$ cat src/rtl/rc56_pkg.sv
// ----------------------------------------------------------------------------
// rc56_pkg
// Shared types and constants for the RC5/RC6 infrared pulse decoder.
// ----------------------------------------------------------------------------
package rc56_pkg;

    localparam int WidthBits  = 15;
    localparam int NomBits    = 9;
    localparam int TolBits    = 6;
    localparam int CfgIdxBits = 3;
    localparam int CfgDatBits = 9;
    localparam int QueueDepth = 2;

    localparam logic [WidthBits-1:0] END_MARK = 15'h7fff;

    localparam logic [TolBits-1:0] TOL_RESET    = 6'd15;
    localparam logic [NomBits-1:0] W1T_RESET    = 9'd47;
    localparam logic [NomBits-1:0] W2T_RESET    = 9'd85;
    localparam logic [NomBits-1:0] W3T_RESET    = 9'd132;
    localparam logic [NomBits-1:0] W4T_RESET    = 9'd178;
    localparam logic [NomBits-1:0] WLEAD_RESET  = 9'd271;

    localparam logic [CfgIdxBits-1:0] REG_TOLERANCE = 3'd0;
    localparam logic [CfgIdxBits-1:0] REG_WIDTH_1T  = 3'd1;
    localparam logic [CfgIdxBits-1:0] REG_WIDTH_2T  = 3'd2;
    localparam logic [CfgIdxBits-1:0] REG_WIDTH_3T  = 3'd3;
    localparam logic [CfgIdxBits-1:0] REG_WIDTH_4T  = 3'd4;
    localparam logic [CfgIdxBits-1:0] REG_WIDTH_LD  = 3'd5;

    localparam logic [2:0] RC5_ADDR_LAST = 3'd4;
    localparam logic [2:0] RC5_DATA_LAST = 3'd5;
    localparam logic [2:0] RC6_LAST      = 3'd7;
    localparam logic [2:0] MODE_LAST     = 3'd2;

    typedef enum logic [2:0] {
        CLS_NONE   = 3'd0,
        CLS_1T     = 3'd1,
        CLS_2T     = 3'd2,
        CLS_3T     = 3'd3,
        CLS_4T     = 3'd4,
        CLS_LEADER = 3'd5
    } cls_t;

    // one classified edge, passed from front to back
    typedef struct packed {
        logic rising;
        cls_t cls;
    } edge_item_t;

endpackage

$ cat src/rtl/rc5_rc6_ir_pulse_decoder.sv
// ----------------------------------------------------------------------------
// rc5_rc6_ir_pulse_decoder
// RC5/RC6 infrared Manchester frame decoder from measured edge widths.
// ----------------------------------------------------------------------------
// Input stream s_*: one word per line edge, width of the level just ended in
// tdata and the new level in tuser. Each word is classified on acceptance
// (1T, 2T, 3T, 4T or leader) and queued; the field state machine takes one
// queued edge per cycle while the output can take a word. Output stream m_*:
// one word per completed frame, protocol in tuser, mode/toggle/address/command
// in tdata. Throughput: one edge word per cycle, sustained while m_tready
// keeps the output free. The frame word reaches m_tvalid through the queue
// register, written when the edge that ends the last data bit is accepted,
// and the output register, loaded when the state machine pops that edge.
// A stalled output holds its word; edges keep queueing until the queue is
// full, then s_tready drops. A width of 32767 (end of burst) or an unexpected
// width aborts the frame; a classified misfit in the start field is ignored.
// Config port: cfg_index selects tolerance, 1T, 2T, 3T, 4T, leader widths;
// always ready, write only while the decoder is idle. Other indexes ignored.
// Reset loads default widths, empties the queue and returns to idle.
// ----------------------------------------------------------------------------
module rc5_rc6_ir_pulse_decoder #(
    parameter int QUEUE_DEPTH = rc56_pkg::QueueDepth
) (
    input  logic                            clk,
    input  logic                            rst_n,
    input  logic                            cfg_valid,
    output logic                            cfg_ready,
    input  logic [rc56_pkg::CfgIdxBits-1:0] cfg_index,
    input  logic [rc56_pkg::CfgDatBits-1:0] cfg_data,
    input  logic                            s_tvalid,
    output logic                            s_tready,
    input  logic [15:0]                     s_tdata,   // [14:0] width
    input  logic                            s_tuser,   // [0] level
    output logic                            m_tvalid,
    input  logic                            m_tready,
    output logic [23:0]                     m_tdata,   // [2:0] mode, [3] toggle,
                                                       // [11:4] address, [19:12] command
    output logic                            m_tuser    // [0] protocol
);

    rc56_pkg::edge_item_t push_item, head_item;
    logic push, full, pop, not_empty;

    rc56_front u_front (
        .clk       (clk),
        .rst_n     (rst_n),
        .cfg_valid (cfg_valid),
        .cfg_ready (cfg_ready),
        .cfg_index (cfg_index),
        .cfg_data  (cfg_data),
        .s_tvalid  (s_tvalid),
        .s_tready  (s_tready),
        .s_tdata   (s_tdata),
        .s_tuser   (s_tuser),
        .q_full    (full),
        .q_push    (push),
        .q_item    (push_item)
    );

    rc56_queue #(
        .DEPTH (QUEUE_DEPTH)
    ) u_queue (
        .clk       (clk),
        .rst_n     (rst_n),
        .push      (push),
        .push_item (push_item),
        .full      (full),
        .pop       (pop),
        .not_empty (not_empty),
        .head_item (head_item)
    );

    rc56_back u_back (
        .clk         (clk),
        .rst_n       (rst_n),
        .q_not_empty (not_empty),
        .q_item      (head_item),
        .q_pop       (pop),
        .m_tvalid    (m_tvalid),
        .m_tready    (m_tready),
        .m_tdata     (m_tdata),
        .m_tuser     (m_tuser)
    );

endmodule

$ cat src/rtl/rc56_front.sv
// ----------------------------------------------------------------------------
// rc56_front
// Config registers and pulse width classifier; pushes classified edges.
// ----------------------------------------------------------------------------
module rc56_front (
    input  logic                                 clk,
    input  logic                                 rst_n,
    input  logic                                 cfg_valid,
    output logic                                 cfg_ready,
    input  logic [rc56_pkg::CfgIdxBits-1:0]      cfg_index,
    input  logic [rc56_pkg::CfgDatBits-1:0]      cfg_data,
    input  logic                                 s_tvalid,
    output logic                                 s_tready,
    input  logic [15:0]                          s_tdata,   // [14:0] width
    input  logic                                 s_tuser,   // [0] level
    input  logic                                 q_full,
    output logic                                 q_push,
    output rc56_pkg::edge_item_t                 q_item
);

    logic [rc56_pkg::TolBits-1:0] tol_reg;
    logic [rc56_pkg::NomBits-1:0] w1_reg, w2_reg, w3_reg, w4_reg, wl_reg;
    logic [rc56_pkg::WidthBits-1:0] w;

    assign cfg_ready = 1'b1;

    always_ff @(posedge clk or negedge rst_n)
    begin
        if (!rst_n)
        begin
            tol_reg <= rc56_pkg::TOL_RESET;
            w1_reg  <= rc56_pkg::W1T_RESET;
            w2_reg  <= rc56_pkg::W2T_RESET;
            w3_reg  <= rc56_pkg::W3T_RESET;
            w4_reg  <= rc56_pkg::W4T_RESET;
            wl_reg  <= rc56_pkg::WLEAD_RESET;
        end
        else if (cfg_valid)
        begin
            case (cfg_index)
                rc56_pkg::REG_TOLERANCE: tol_reg <= cfg_data[rc56_pkg::TolBits-1:0];
                rc56_pkg::REG_WIDTH_1T:  w1_reg  <= cfg_data;
                rc56_pkg::REG_WIDTH_2T:  w2_reg  <= cfg_data;
                rc56_pkg::REG_WIDTH_3T:  w3_reg  <= cfg_data;
                rc56_pkg::REG_WIDTH_4T:  w4_reg  <= cfg_data;
                rc56_pkg::REG_WIDTH_LD:  wl_reg  <= cfg_data;
                default: ;
            endcase
        end
    end

    function automatic logic near_unit(
        input logic [rc56_pkg::WidthBits-1:0] wv,
        input logic [rc56_pkg::NomBits-1:0]   nom,
        input logic [rc56_pkg::TolBits-1:0]   tol
    );
        logic [rc56_pkg::WidthBits-1:0] n;
        logic [rc56_pkg::WidthBits-1:0] d;
        begin
            n = {{(rc56_pkg::WidthBits-rc56_pkg::NomBits){1'b0}}, nom};
            d = (wv >= n) ? (wv - n) : (n - wv);
            near_unit = (d <= {{(rc56_pkg::WidthBits-rc56_pkg::TolBits){1'b0}}, tol});
        end
    endfunction

    assign w = s_tdata[rc56_pkg::WidthBits-1:0];

    // first matching class wins
    always_comb
    begin
        if (w == rc56_pkg::END_MARK)
            q_item.cls = rc56_pkg::CLS_NONE;
        else if (near_unit(w, w1_reg, tol_reg))
            q_item.cls = rc56_pkg::CLS_1T;
        else if (near_unit(w, w2_reg, tol_reg))
            q_item.cls = rc56_pkg::CLS_2T;
        else if (near_unit(w, w3_reg, tol_reg))
            q_item.cls = rc56_pkg::CLS_3T;
        else if (near_unit(w, w4_reg, tol_reg))
            q_item.cls = rc56_pkg::CLS_4T;
        else if (near_unit(w, wl_reg, tol_reg))
            q_item.cls = rc56_pkg::CLS_LEADER;
        else
            q_item.cls = rc56_pkg::CLS_NONE;
        q_item.rising = s_tuser;
    end

    assign s_tready = !q_full;
    assign q_push   = s_tvalid && !q_full;

endmodule

$ cat src/rtl/rc56_queue.sv
// ----------------------------------------------------------------------------
// rc56_queue
// Small register queue of classified edges between front and back.
// ----------------------------------------------------------------------------
module rc56_queue #(
    parameter int DEPTH = rc56_pkg::QueueDepth   // 2 or more
) (
    input  logic                 clk,
    input  logic                 rst_n,
    input  logic                 push,
    input  rc56_pkg::edge_item_t push_item,
    output logic                 full,
    input  logic                 pop,
    output logic                 not_empty,
    output rc56_pkg::edge_item_t head_item
);

    localparam int AW = $clog2(DEPTH);
    localparam int CW = $clog2(DEPTH + 1);
    localparam logic [AW-1:0] LAST = AW'(DEPTH - 1);
    localparam logic [CW-1:0] FULL_CNT = CW'(DEPTH);

    rc56_pkg::edge_item_t mem_reg [DEPTH];
    logic [AW-1:0] wr_ptr_reg, rd_ptr_reg;
    logic [CW-1:0] cnt_reg;

    assign full      = (cnt_reg == FULL_CNT);
    assign not_empty = (cnt_reg != '0);
    assign head_item = mem_reg[rd_ptr_reg];

    always_ff @(posedge clk)
    begin
        if (push)
            mem_reg[wr_ptr_reg] <= push_item;
    end

    always_ff @(posedge clk or negedge rst_n)
    begin
        if (!rst_n)
        begin
            wr_ptr_reg <= '0;
            rd_ptr_reg <= '0;
            cnt_reg    <= '0;
        end
        else
        begin
            if (push)
                wr_ptr_reg <= (wr_ptr_reg == LAST) ? '0 : wr_ptr_reg + 1'b1;
            if (pop)
                rd_ptr_reg <= (rd_ptr_reg == LAST) ? '0 : rd_ptr_reg + 1'b1;
            if (push && !pop)
                cnt_reg <= cnt_reg + 1'b1;
            else if (pop && !push)
                cnt_reg <= cnt_reg - 1'b1;
        end
    end

endmodule

$ cat src/rtl/rc56_back.sv
// ----------------------------------------------------------------------------
// rc56_back
// Manchester field state machine and frame output register.
// ----------------------------------------------------------------------------
module rc56_back (
    input  logic                 clk,
    input  logic                 rst_n,
    input  logic                 q_not_empty,
    input  rc56_pkg::edge_item_t q_item,
    output logic                 q_pop,
    output logic                 m_tvalid,
    input  logic                 m_tready,
    output logic [23:0]          m_tdata,   // [2:0] mode, [3] toggle, [11:4] address,
                                            // [19:12] command
    output logic                 m_tuser    // [0] protocol
);

    typedef enum logic [2:0] {
        F_IDLE    = 3'd0,
        F_LEADER  = 3'd1,
        F_START   = 3'd2,
        F_MODE    = 3'd3,
        F_TRAILER = 3'd4,
        F_ADDRESS = 3'd5,
        F_DATA    = 3'd6
    } field_t;

    field_t     field_reg, field_next, before_reg;
    logic       proto_reg, proto_next;
    logic       half_reg, half_next;
    logic [2:0] bidx_reg, bidx_next;
    logic [2:0] mode_reg, mode_next;
    logic       tog_reg, tog_next;
    logic [7:0] addr_reg, addr_next;
    logic [7:0] cmd_reg, cmd_next;
    logic       emit;

    logic        valid_reg;
    logic [23:0] data_reg;
    logic        user_reg;

    logic       rising, rc6, after_trailer, hit;
    logic [2:0] last_bit, sh;
    rc56_pkg::cls_t cls;

    assign q_pop    = q_not_empty && (!valid_reg || m_tready);
    assign m_tvalid = valid_reg;
    assign m_tdata  = data_reg;
    assign m_tuser  = user_reg;

    always_comb
    begin
        rising        = q_item.rising;
        cls           = q_item.cls;
        rc6           = proto_reg;
        after_trailer = (before_reg == F_TRAILER);
        field_next = F_IDLE;
        proto_next = proto_reg;
        half_next  = half_reg;
        bidx_next  = bidx_reg;
        mode_next  = mode_reg;
        tog_next   = tog_reg;
        addr_next  = addr_reg;
        cmd_next   = cmd_reg;
        emit       = 1'b0;
        hit        = 1'b0;
        last_bit   = 3'd0;
        sh         = 3'd0;

        if (cls != rc56_pkg::CLS_NONE)
        begin
            case (field_reg)
                F_IDLE:
                begin
                    if (rising)
                    begin
                        bidx_next = 3'd0;
                        tog_next  = 1'b0;
                        addr_next = 8'd0;
                        cmd_next  = 8'd0;
                        if (cls == rc56_pkg::CLS_2T)
                        begin
                            proto_next = 1'b0;
                            half_next  = 1'b0;
                            field_next = F_START;
                        end
                        else if (cls == rc56_pkg::CLS_LEADER)
                        begin
                            proto_next = 1'b1;
                            half_next  = 1'b1;
                            mode_next  = 3'd0;
                            field_next = F_LEADER;
                        end
                    end
                end
                F_LEADER:
                begin
                    if (cls == rc56_pkg::CLS_2T && !rising)
                    begin
                        half_next  = 1'b0;
                        field_next = F_START;
                    end
                end
                F_START:
                begin
                    if ((!rc6 && cls == rc56_pkg::CLS_2T) || (rc6 && cls == rc56_pkg::CLS_1T))
                        half_next = !half_reg;
                    if (half_next)
                        field_next = rc6 ? F_MODE : F_TRAILER;
                    else
                        field_next = F_START;
                end
                F_MODE:
                begin
                    if (cls == rc56_pkg::CLS_1T)
                    begin
                        half_next = !half_reg;
                        hit = 1'b1;
                    end
                    else if (cls == rc56_pkg::CLS_2T || cls == rc56_pkg::CLS_3T)
                    begin
                        half_next = 1'b1;
                        hit = 1'b1;
                    end
                    if (hit)
                    begin
                        if (half_next)
                        begin
                            sh = rc56_pkg::MODE_LAST - bidx_reg;
                            if (rising)
                                mode_next = mode_reg | 3'((8'd1 << sh));
                            if (bidx_reg < rc56_pkg::MODE_LAST)
                            begin
                                bidx_next  = bidx_reg + 3'd1;
                                field_next = F_MODE;
                            end
                            else
                            begin
                                bidx_next  = 3'd0;
                                field_next = F_TRAILER;
                            end
                        end
                        else
                            field_next = F_MODE;
                    end
                end
                F_TRAILER:
                begin
                    if (rc6 && cls == rc56_pkg::CLS_1T)
                    begin
                        half_next = 1'b0;
                        hit = 1'b1;
                    end
                    else if (cls == rc56_pkg::CLS_2T)
                    begin
                        half_next = !half_reg;
                        hit = 1'b1;
                    end
                    else if ((!rc6 && cls == rc56_pkg::CLS_4T) ||
                             (rc6 && cls == rc56_pkg::CLS_3T))
                    begin
                        half_next = 1'b1;
                        hit = 1'b1;
                    end
                    if (hit)
                    begin
                        if (half_next)
                        begin
                            if (rising == rc6)
                                tog_next = 1'b1;
                            field_next = F_ADDRESS;
                        end
                        else
                            field_next = F_TRAILER;
                    end
                end
                F_ADDRESS:
                begin
                    last_bit = rc6 ? rc56_pkg::RC6_LAST : rc56_pkg::RC5_ADDR_LAST;
                    if ((!rc6 && cls == rc56_pkg::CLS_2T) ||
                        (rc6 && (cls == rc56_pkg::CLS_1T ||
                                 (cls == rc56_pkg::CLS_2T && after_trailer))))
                    begin
                        half_next = !half_reg;
                        hit = 1'b1;
                    end
                    else if ((rc6 && cls == rc56_pkg::CLS_2T) ||
                             (!rc6 && cls == rc56_pkg::CLS_4T) ||
                             (rc6 && cls == rc56_pkg::CLS_3T && after_trailer))
                    begin
                        half_next = 1'b1;
                        hit = 1'b1;
                    end
                    if (hit)
                    begin
                        if (half_next)
                        begin
                            sh = last_bit - bidx_reg;
                            if (rising == rc6)
                                addr_next = addr_reg | (8'd1 << sh);
                            if (bidx_reg < last_bit)
                            begin
                                bidx_next  = bidx_reg + 3'd1;
                                field_next = F_ADDRESS;
                            end
                            else
                            begin
                                bidx_next  = 3'd0;
                                field_next = F_DATA;
                            end
                        end
                        else
                            field_next = F_ADDRESS;
                    end
                end
                F_DATA:
                begin
                    last_bit = rc6 ? rc56_pkg::RC6_LAST : rc56_pkg::RC5_DATA_LAST;
                    if ((!rc6 && cls == rc56_pkg::CLS_2T) || (rc6 && cls == rc56_pkg::CLS_1T))
                    begin
                        half_next = !half_reg;
                        hit = 1'b1;
                    end
                    else if ((!rc6 && cls == rc56_pkg::CLS_4T) ||
                             (rc6 && cls == rc56_pkg::CLS_2T))
                    begin
                        half_next = 1'b1;
                        hit = 1'b1;
                    end
                    if (hit)
                    begin
                        if (half_next)
                        begin
                            sh = last_bit - bidx_reg;
                            if (rising == rc6)
                                cmd_next = cmd_reg | (8'd1 << sh);
                            if (bidx_reg < last_bit)
                            begin
                                bidx_next  = bidx_reg + 3'd1;
                                field_next = F_DATA;
                            end
                            else
                                emit = 1'b1;    // frame done, back to idle
                        end
                        else
                            field_next = F_DATA;
                    end
                end
                default: ;
            endcase
        end
    end

    always_ff @(posedge clk or negedge rst_n)
    begin
        if (!rst_n)
        begin
            field_reg  <= F_IDLE;
            before_reg <= F_IDLE;
            proto_reg  <= 1'b0;
            half_reg   <= 1'b0;
            bidx_reg   <= 3'd0;
            mode_reg   <= 3'd0;
            tog_reg    <= 1'b0;
            addr_reg   <= 8'd0;
            cmd_reg    <= 8'd0;
            valid_reg  <= 1'b0;
            user_reg   <= 1'b0;
            data_reg   <= '0;
        end
        else
        begin
            if (q_pop)
            begin
                before_reg <= field_reg;
                field_reg  <= field_next;
                proto_reg  <= proto_next;
                half_reg   <= half_next;
                bidx_reg   <= bidx_next;
                mode_reg   <= mode_next;
                tog_reg    <= tog_next;
                addr_reg   <= addr_next;
                cmd_reg    <= cmd_next;
            end
            // output register, loaded with the word of a finished frame, else cleared by m_tready
            if (q_pop && emit)
            begin
                valid_reg <= 1'b1;
                user_reg  <= proto_next;
                data_reg  <= {4'd0, cmd_next, addr_next, tog_next,
                              (proto_reg ? mode_next : 3'd0)};
            end
            else if (m_tready)
                valid_reg <= 1'b0;
        end
    end

endmodule
$ cat config.mk
export PLATFORM = sky130hd
export DESIGN_NAME = rc5_rc6_ir_pulse_decoder
export DESIGN_NICKNAME = d
export VERILOG_FILES = /design/src/rtl/rc56_pkg.sv /design/src/rtl/rc5_rc6_ir_pulse_decoder.sv /design/src/rtl/rc56_front.sv /design/src/rtl/rc56_queue.sv /design/src/rtl/rc56_back.sv
export SDC_FILE = /design/constraint.sdc
export NUM_CORES = 1
export LEC_CHECK = 0
export ABC_AREA = 1
export BUFFER_PORTS_ARGS = -buffer_cell sky130_fd_sc_hd__buf_4
export CAP_MARGIN = 20
export CORE_MARGIN = 2
export CORE_UTILIZATION = 40
export DETAILED_ROUTE_END_ITERATION = 16
export PLACE_DENSITY = 0.58
export SLEW_MARGIN = 5
export SYNTH_ARGS = -nofsm -noshare
export SYNTH_HDL_FRONTEND = slang
export SYNTH_SLANG_ARGS = --single-unit
$ cat constraint.sdc
create_clock -name clk -period 4.6 [get_ports clk]
set_input_delay 1.15 -clock clk [delete_from_list [all_inputs] [get_ports clk]]
set_output_delay 1.15 -clock clk [all_outputs]
set_load 0.1 [all_outputs]
Word level (Yosys, flattened, before mapping) --
Memory sizes are Yosys's and may differ from the RTL's. Index checks and enable logic that the tools add are counted.
Operators by class: bitwise operators 3, equality and inequality tests 30, magnitude comparators 13, muxes and demuxes 130, reduce and logical (&&, ||, !) cells 45, add/subtract/negate cells 18, shift-type cells 3
Operators by type and width (number):
- 2-to-1 mux 3 bit | 37
- 2-to-1 mux 8 bit | 10
- greater-or-equal comparator 15 x 9 -> 1 bit | 5
- <= comparator 15 x 6 -> 1 bit | 5
- 2-to-1 mux 15 bit | 5
- subtractor 15 x 9 -> 15 bit | 5
- subtractor 9 x 15 -> 15 bit | 5
- 2-to-1 mux 1 bit | 64
- one-hot mux 8 bit (2 select lines) | 2
- == test 3 bit, second input constant | 8
- one-hot mux 3 bit (7 select lines) | 1
- == test 3 x 2 -> 1 bit, second input constant | 6
- inequality test 2 x 1 -> 1 bit, second input constant | 9
- bitwise OR 8 bit | 2
- left shift 1 x 3 -> 8 bit, first input constant | 2
- == test 15 bit, second input constant | 1
- logical AND 1 bit | 14
- 2-to-1 mux 2 bit | 7
- one-hot mux 3 bit (4 select lines) | 1
- AND reduction 2 bit | 6
- AND reduction 11 bit | 1
- == test 3 x 1 -> 1 bit, second input constant | 3
- logical OR 1 bit | 8
- zero test 1 bit | 7
- other kinds (22) | 28
Storage, ports and cells: output and inout bits 28, RAM bits 8, register bits after elaboration 108, memories kept 1
Memory list:
- u_queue.mem_reg | depth 2, width 4, rd ports 1, clocked after Yosys merged registers in 0, wr ports 1, line rc56_queue.sv:23 | rc56_pkg::edge_item_t mem_reg [DEPTH];

Depth between registers and ports, before layout --
An unclocked memory read counts as a cell.
word-level depth 14, gate-level depth with buffers 31, depth with buffers taken out 30

Hierarchy --
A second synthesis with hierarchy kept.
Second synthesis, totals: cell total of the unflattened synthesis 2039, area total of the unflattened synthesis 12918.6 um2
By module, submodules not included:
- rc56_front | sequential area each 1306.3 um2, instances 1, area an instance 9093.7 um2, cells each 1529
- rc56_back | sequential area each 1326.3 um2, instances 1, area an instance 3333.2 um2, cells each 473
- rc56_queue | sequential area each 340.3 um2, instances 1, area an instance 491.7 um2, cells each 37

Least setup slack after synthesis --
Ideal clock, no wire load.
path kind input to register, from input s_tdata[1], to memory u_queue.mem_reg[0][2] in the netlist's numbering (data pin), slack 0.204 ns, arrival 4.141 ns, path buffers 2, setup time 0.254 ns, cell stages on the path 26, path through inv_1 > ha_1 > nand2_1 > inv_1 > a21oi_1 > o21ai_1 > nand2_2 > nand2_2 > buf_6 > buf_6 > o21ai_0 > xor2_1 > inv_1 > ha_1 > a21oi_1 > o21ai_0 > nand2_1 > nand2_1 > nand2_1 > nand3_1 > nor2_1 > nand3_1 > nand2_1 > inv_1 > nand2_1 > nor2_1
RTL lines:
- from (decl) | line rc5_rc6_ir_pulse_decoder.sv:32 | input logic [15:0] s_tdata,
- to (decl) | line rc56_queue.sv:23

==> run metrics <==
outcome finished clean; Hold Path End u_back.cmd_reg[0]; critical path peak fanout 7; combinational share of power 57.7%; Post-Place Cell Area 15500 sq um; reg-to-reg endpoint u_queue.mem_reg[1][0]; HP Class register to register; DRT Pass-1 Iters 6; R2R Setup Slk 0.78 ns; first-pass GRT wire length 74.0 mm; final worst-path cycle share 96.3%; max reg flops 20; # port buffers 55; GRT Total Usage ~29%; endpoints failing hold 0; clk_lat worst skew 0.44 ns; Die ar. 33700 sq um; clk slew on worst S/H paths around 0.060 ns; CTS root buffer clkbuf_16; GRT overflow 0; WS Path Type input port to register; switching share of power 45.6%; TritonCTS Sinks approximately 120; Worst EP arrival 4.62 ns; DRC Markers 0; pre-CTS WS -0.496 ns; CTS H-tree lvls 4; share of cells above drive strength 1 approximately 22%; Power per Cell Area 393 nW/um^2; Final Skew between 0.01 and 0.015 ns; Cell Rows 65; die extent in x 184 um; Sw Pwr between 2 and 3 mW; VDD IR max ~250 uV; Synthesis Warnings 0; Slew Limit Fails 0; synthesized cell area roughly 13000 sq um; Longest Clk Path Bufs 2; Post-Syn Area per Cell between 6 and 7 sq um; setup TNS 0 ns; total CTS buffers 17; vias in the first global route approximately 13000; core area 31600 sq um; Routed Antenna Nets 0; crit start category input port; hold path startpoint u_back.cmd_reg[0]; number of synthesized flops with an enable pin 8; Post-Route WL about 47 mm; Clock power frac 21.3%; final setup fails 0; # hold bufs at CTS 0; Mapped Cells 2049; FF-to-FF path depth 21; top-level port count 62; most common cell after layout, fill and taps aside nand2_1; worst setup margin roughly 0.17 ns; Worst Hold Depth 2; DRT iter0 DRCs between 1000 and 1500; die span in y approximately 180 um; sequential-to-total area share from yosys stat 23.0%; Sequential Power Share about a fifth; area grow syn2layout 29.4%; Distinct cells, synth 50; worst-margin pin slew 0.889 ns; slew margin rel. 40.7%; initial antenna violation count 0; pin count of the biggest net entering global routing 61; post-synthesis register bit count about 120; Vias 14200; GPL Wtd Cong 0.968; ant diodes 0; Synth Flop Type dfrtp_1; Post-synth ARST share 93.1%; DR WL/cell 17.1 um; Pint 3.57 mW; Final HPWL DP 37.2 mm; starting density of the core roughly 40%; FMAX ~230 MHz; reg2reg start u_front.w4_reg[7]; WP data required 4.79 ns; commonest non-fill, non-tap cells in the layout nand2_1 (667), buf_4 (317), inv_1 (282); Period minus WS final 4.43 ns; CP endpoint kind register; CTS tree yes; max-cap viol count 0; nets ~2500; Leak a little under 9 nW; post-route cell area 16700 sq um; Avg Vias per Cell 5.13
-- through the flow --
stage / std cells / hold WS (ns) / utilization, % / total power [mW]
2_1_floorplan: 2052 / 0.446 / - / 3.65
3_3_place_gp: 2717 / 0.461 / 49.0 / 4.91
3_5_place_dp: 2717 / 0.465 / 49.0 / 4.97
4_1_cts: 2751 / 0.481 / 51.0 / 6.40
5_1_grt: 2769 / 0.494 / 52.8 / 7.12
6_report: 2769 / 0.481 / 52.8 / 6.56
-- how the worst max path moves through the flow --
stage	startpoint	endpoint	slack, ns	cells past startpoint
after floorplan	s_tdata[1]	u_queue.mem_reg[0][2]	0.20	26
after global placement	s_tdata[2]	u_queue.mem_reg[0][2]	-0.46	28
after detailed placement	s_tdata[2]	u_queue.mem_reg[1][2]	-0.50	28
after CTS	s_tdata[4]	u_queue.mem_reg[1][2]	0.01	30
after global routing	s_tdata[5]	u_queue.mem_reg[1][0]	-0.02	29
final	s_tdata[3]	u_queue.mem_reg[1][0]	0.17	24
-- worst max-delay path, cell delays in order --
cell,delay [ns]
buf_4,0.10
clkinvlp_4,0.09
buf_4,0.16
ha_1,0.37
nand2_1,0.08
nor2_2,0.13
nand3_2,0.11
nand2_2,0.11
nor2_4,0.05
nand2_4,0.12
mux2i_2,0.25
xor2_1,0.21
inv_1,0.11
ha_4,0.23
a21oi_2,0.12
a21boi_0,0.09
o21bai_1,0.25
nand3_1,0.18
nor3_1,0.22
nand2_1,0.16
nand2_2,0.13
nand2_1,0.05
nand2_1,0.06
nand2_2,0.06
-- cells by family after synthesis --
group / synth area share [%]
compound gates: 12.9
xor+xnor: 2.65
fa+ha+maj: 14.2
buf+inv: 11.1
flops: 23.0
mux: 0.310
other cells: 0.0582
simple gates: 35.7
-- power by group through the flow --
stage	Clock [mW]	Sequential [mW]	Combinational, mW
after floorplan	0	1.32	2.33
after global placement	0	1.38	3.53
after detailed placement	0	1.38	3.59
after CTS	1.42	1.37	3.61
after global routing	1.47	1.40	4.25
final	1.40	1.38	3.78
-- synth_stat cells (18+ instances only) --
library cell	count	area, sq um
nand2_1	681	2560
xor2_1	29	254
ha_1	129	1610
o21ai_1	22	110
dfrtp_1	84	2100
nand4_1	26	163
inv_1	289	1080
a21oi_1	93	465
o21ai_0	141	706
nor3_1	18	90.1
dfstp_2	24	631
nor2_1	160	601
nand3_1	153	766
-- area by class of cell --
cell class              count  area, sq um
fillers                  3216        14900
multi-input cells        1589         8890
flip-flops and latches    116         2970
repair buffers            328         2570
inverters                 303         1170
well taps                 402          503
clock buffers              19          443
clock inverters            12          155
-- metal layers --
layer	global-route usage, %	vias to the layer above	routed length, um
met5	0	-	0
li1	-	7144	-
met4	9.73	0	1560
met2	43.4	444	19700
met1	41.3	6514	22900
met3	5.15	94	3180
-- repair_timing --
item / CTS / global route
setup endpoints to repair: 4 / 6
buffers inserted: 3 / 18
pin swaps: 0 / 25
resized for setup: 4 / 85
No activity file was read; power rests on OpenSTA's default activity.
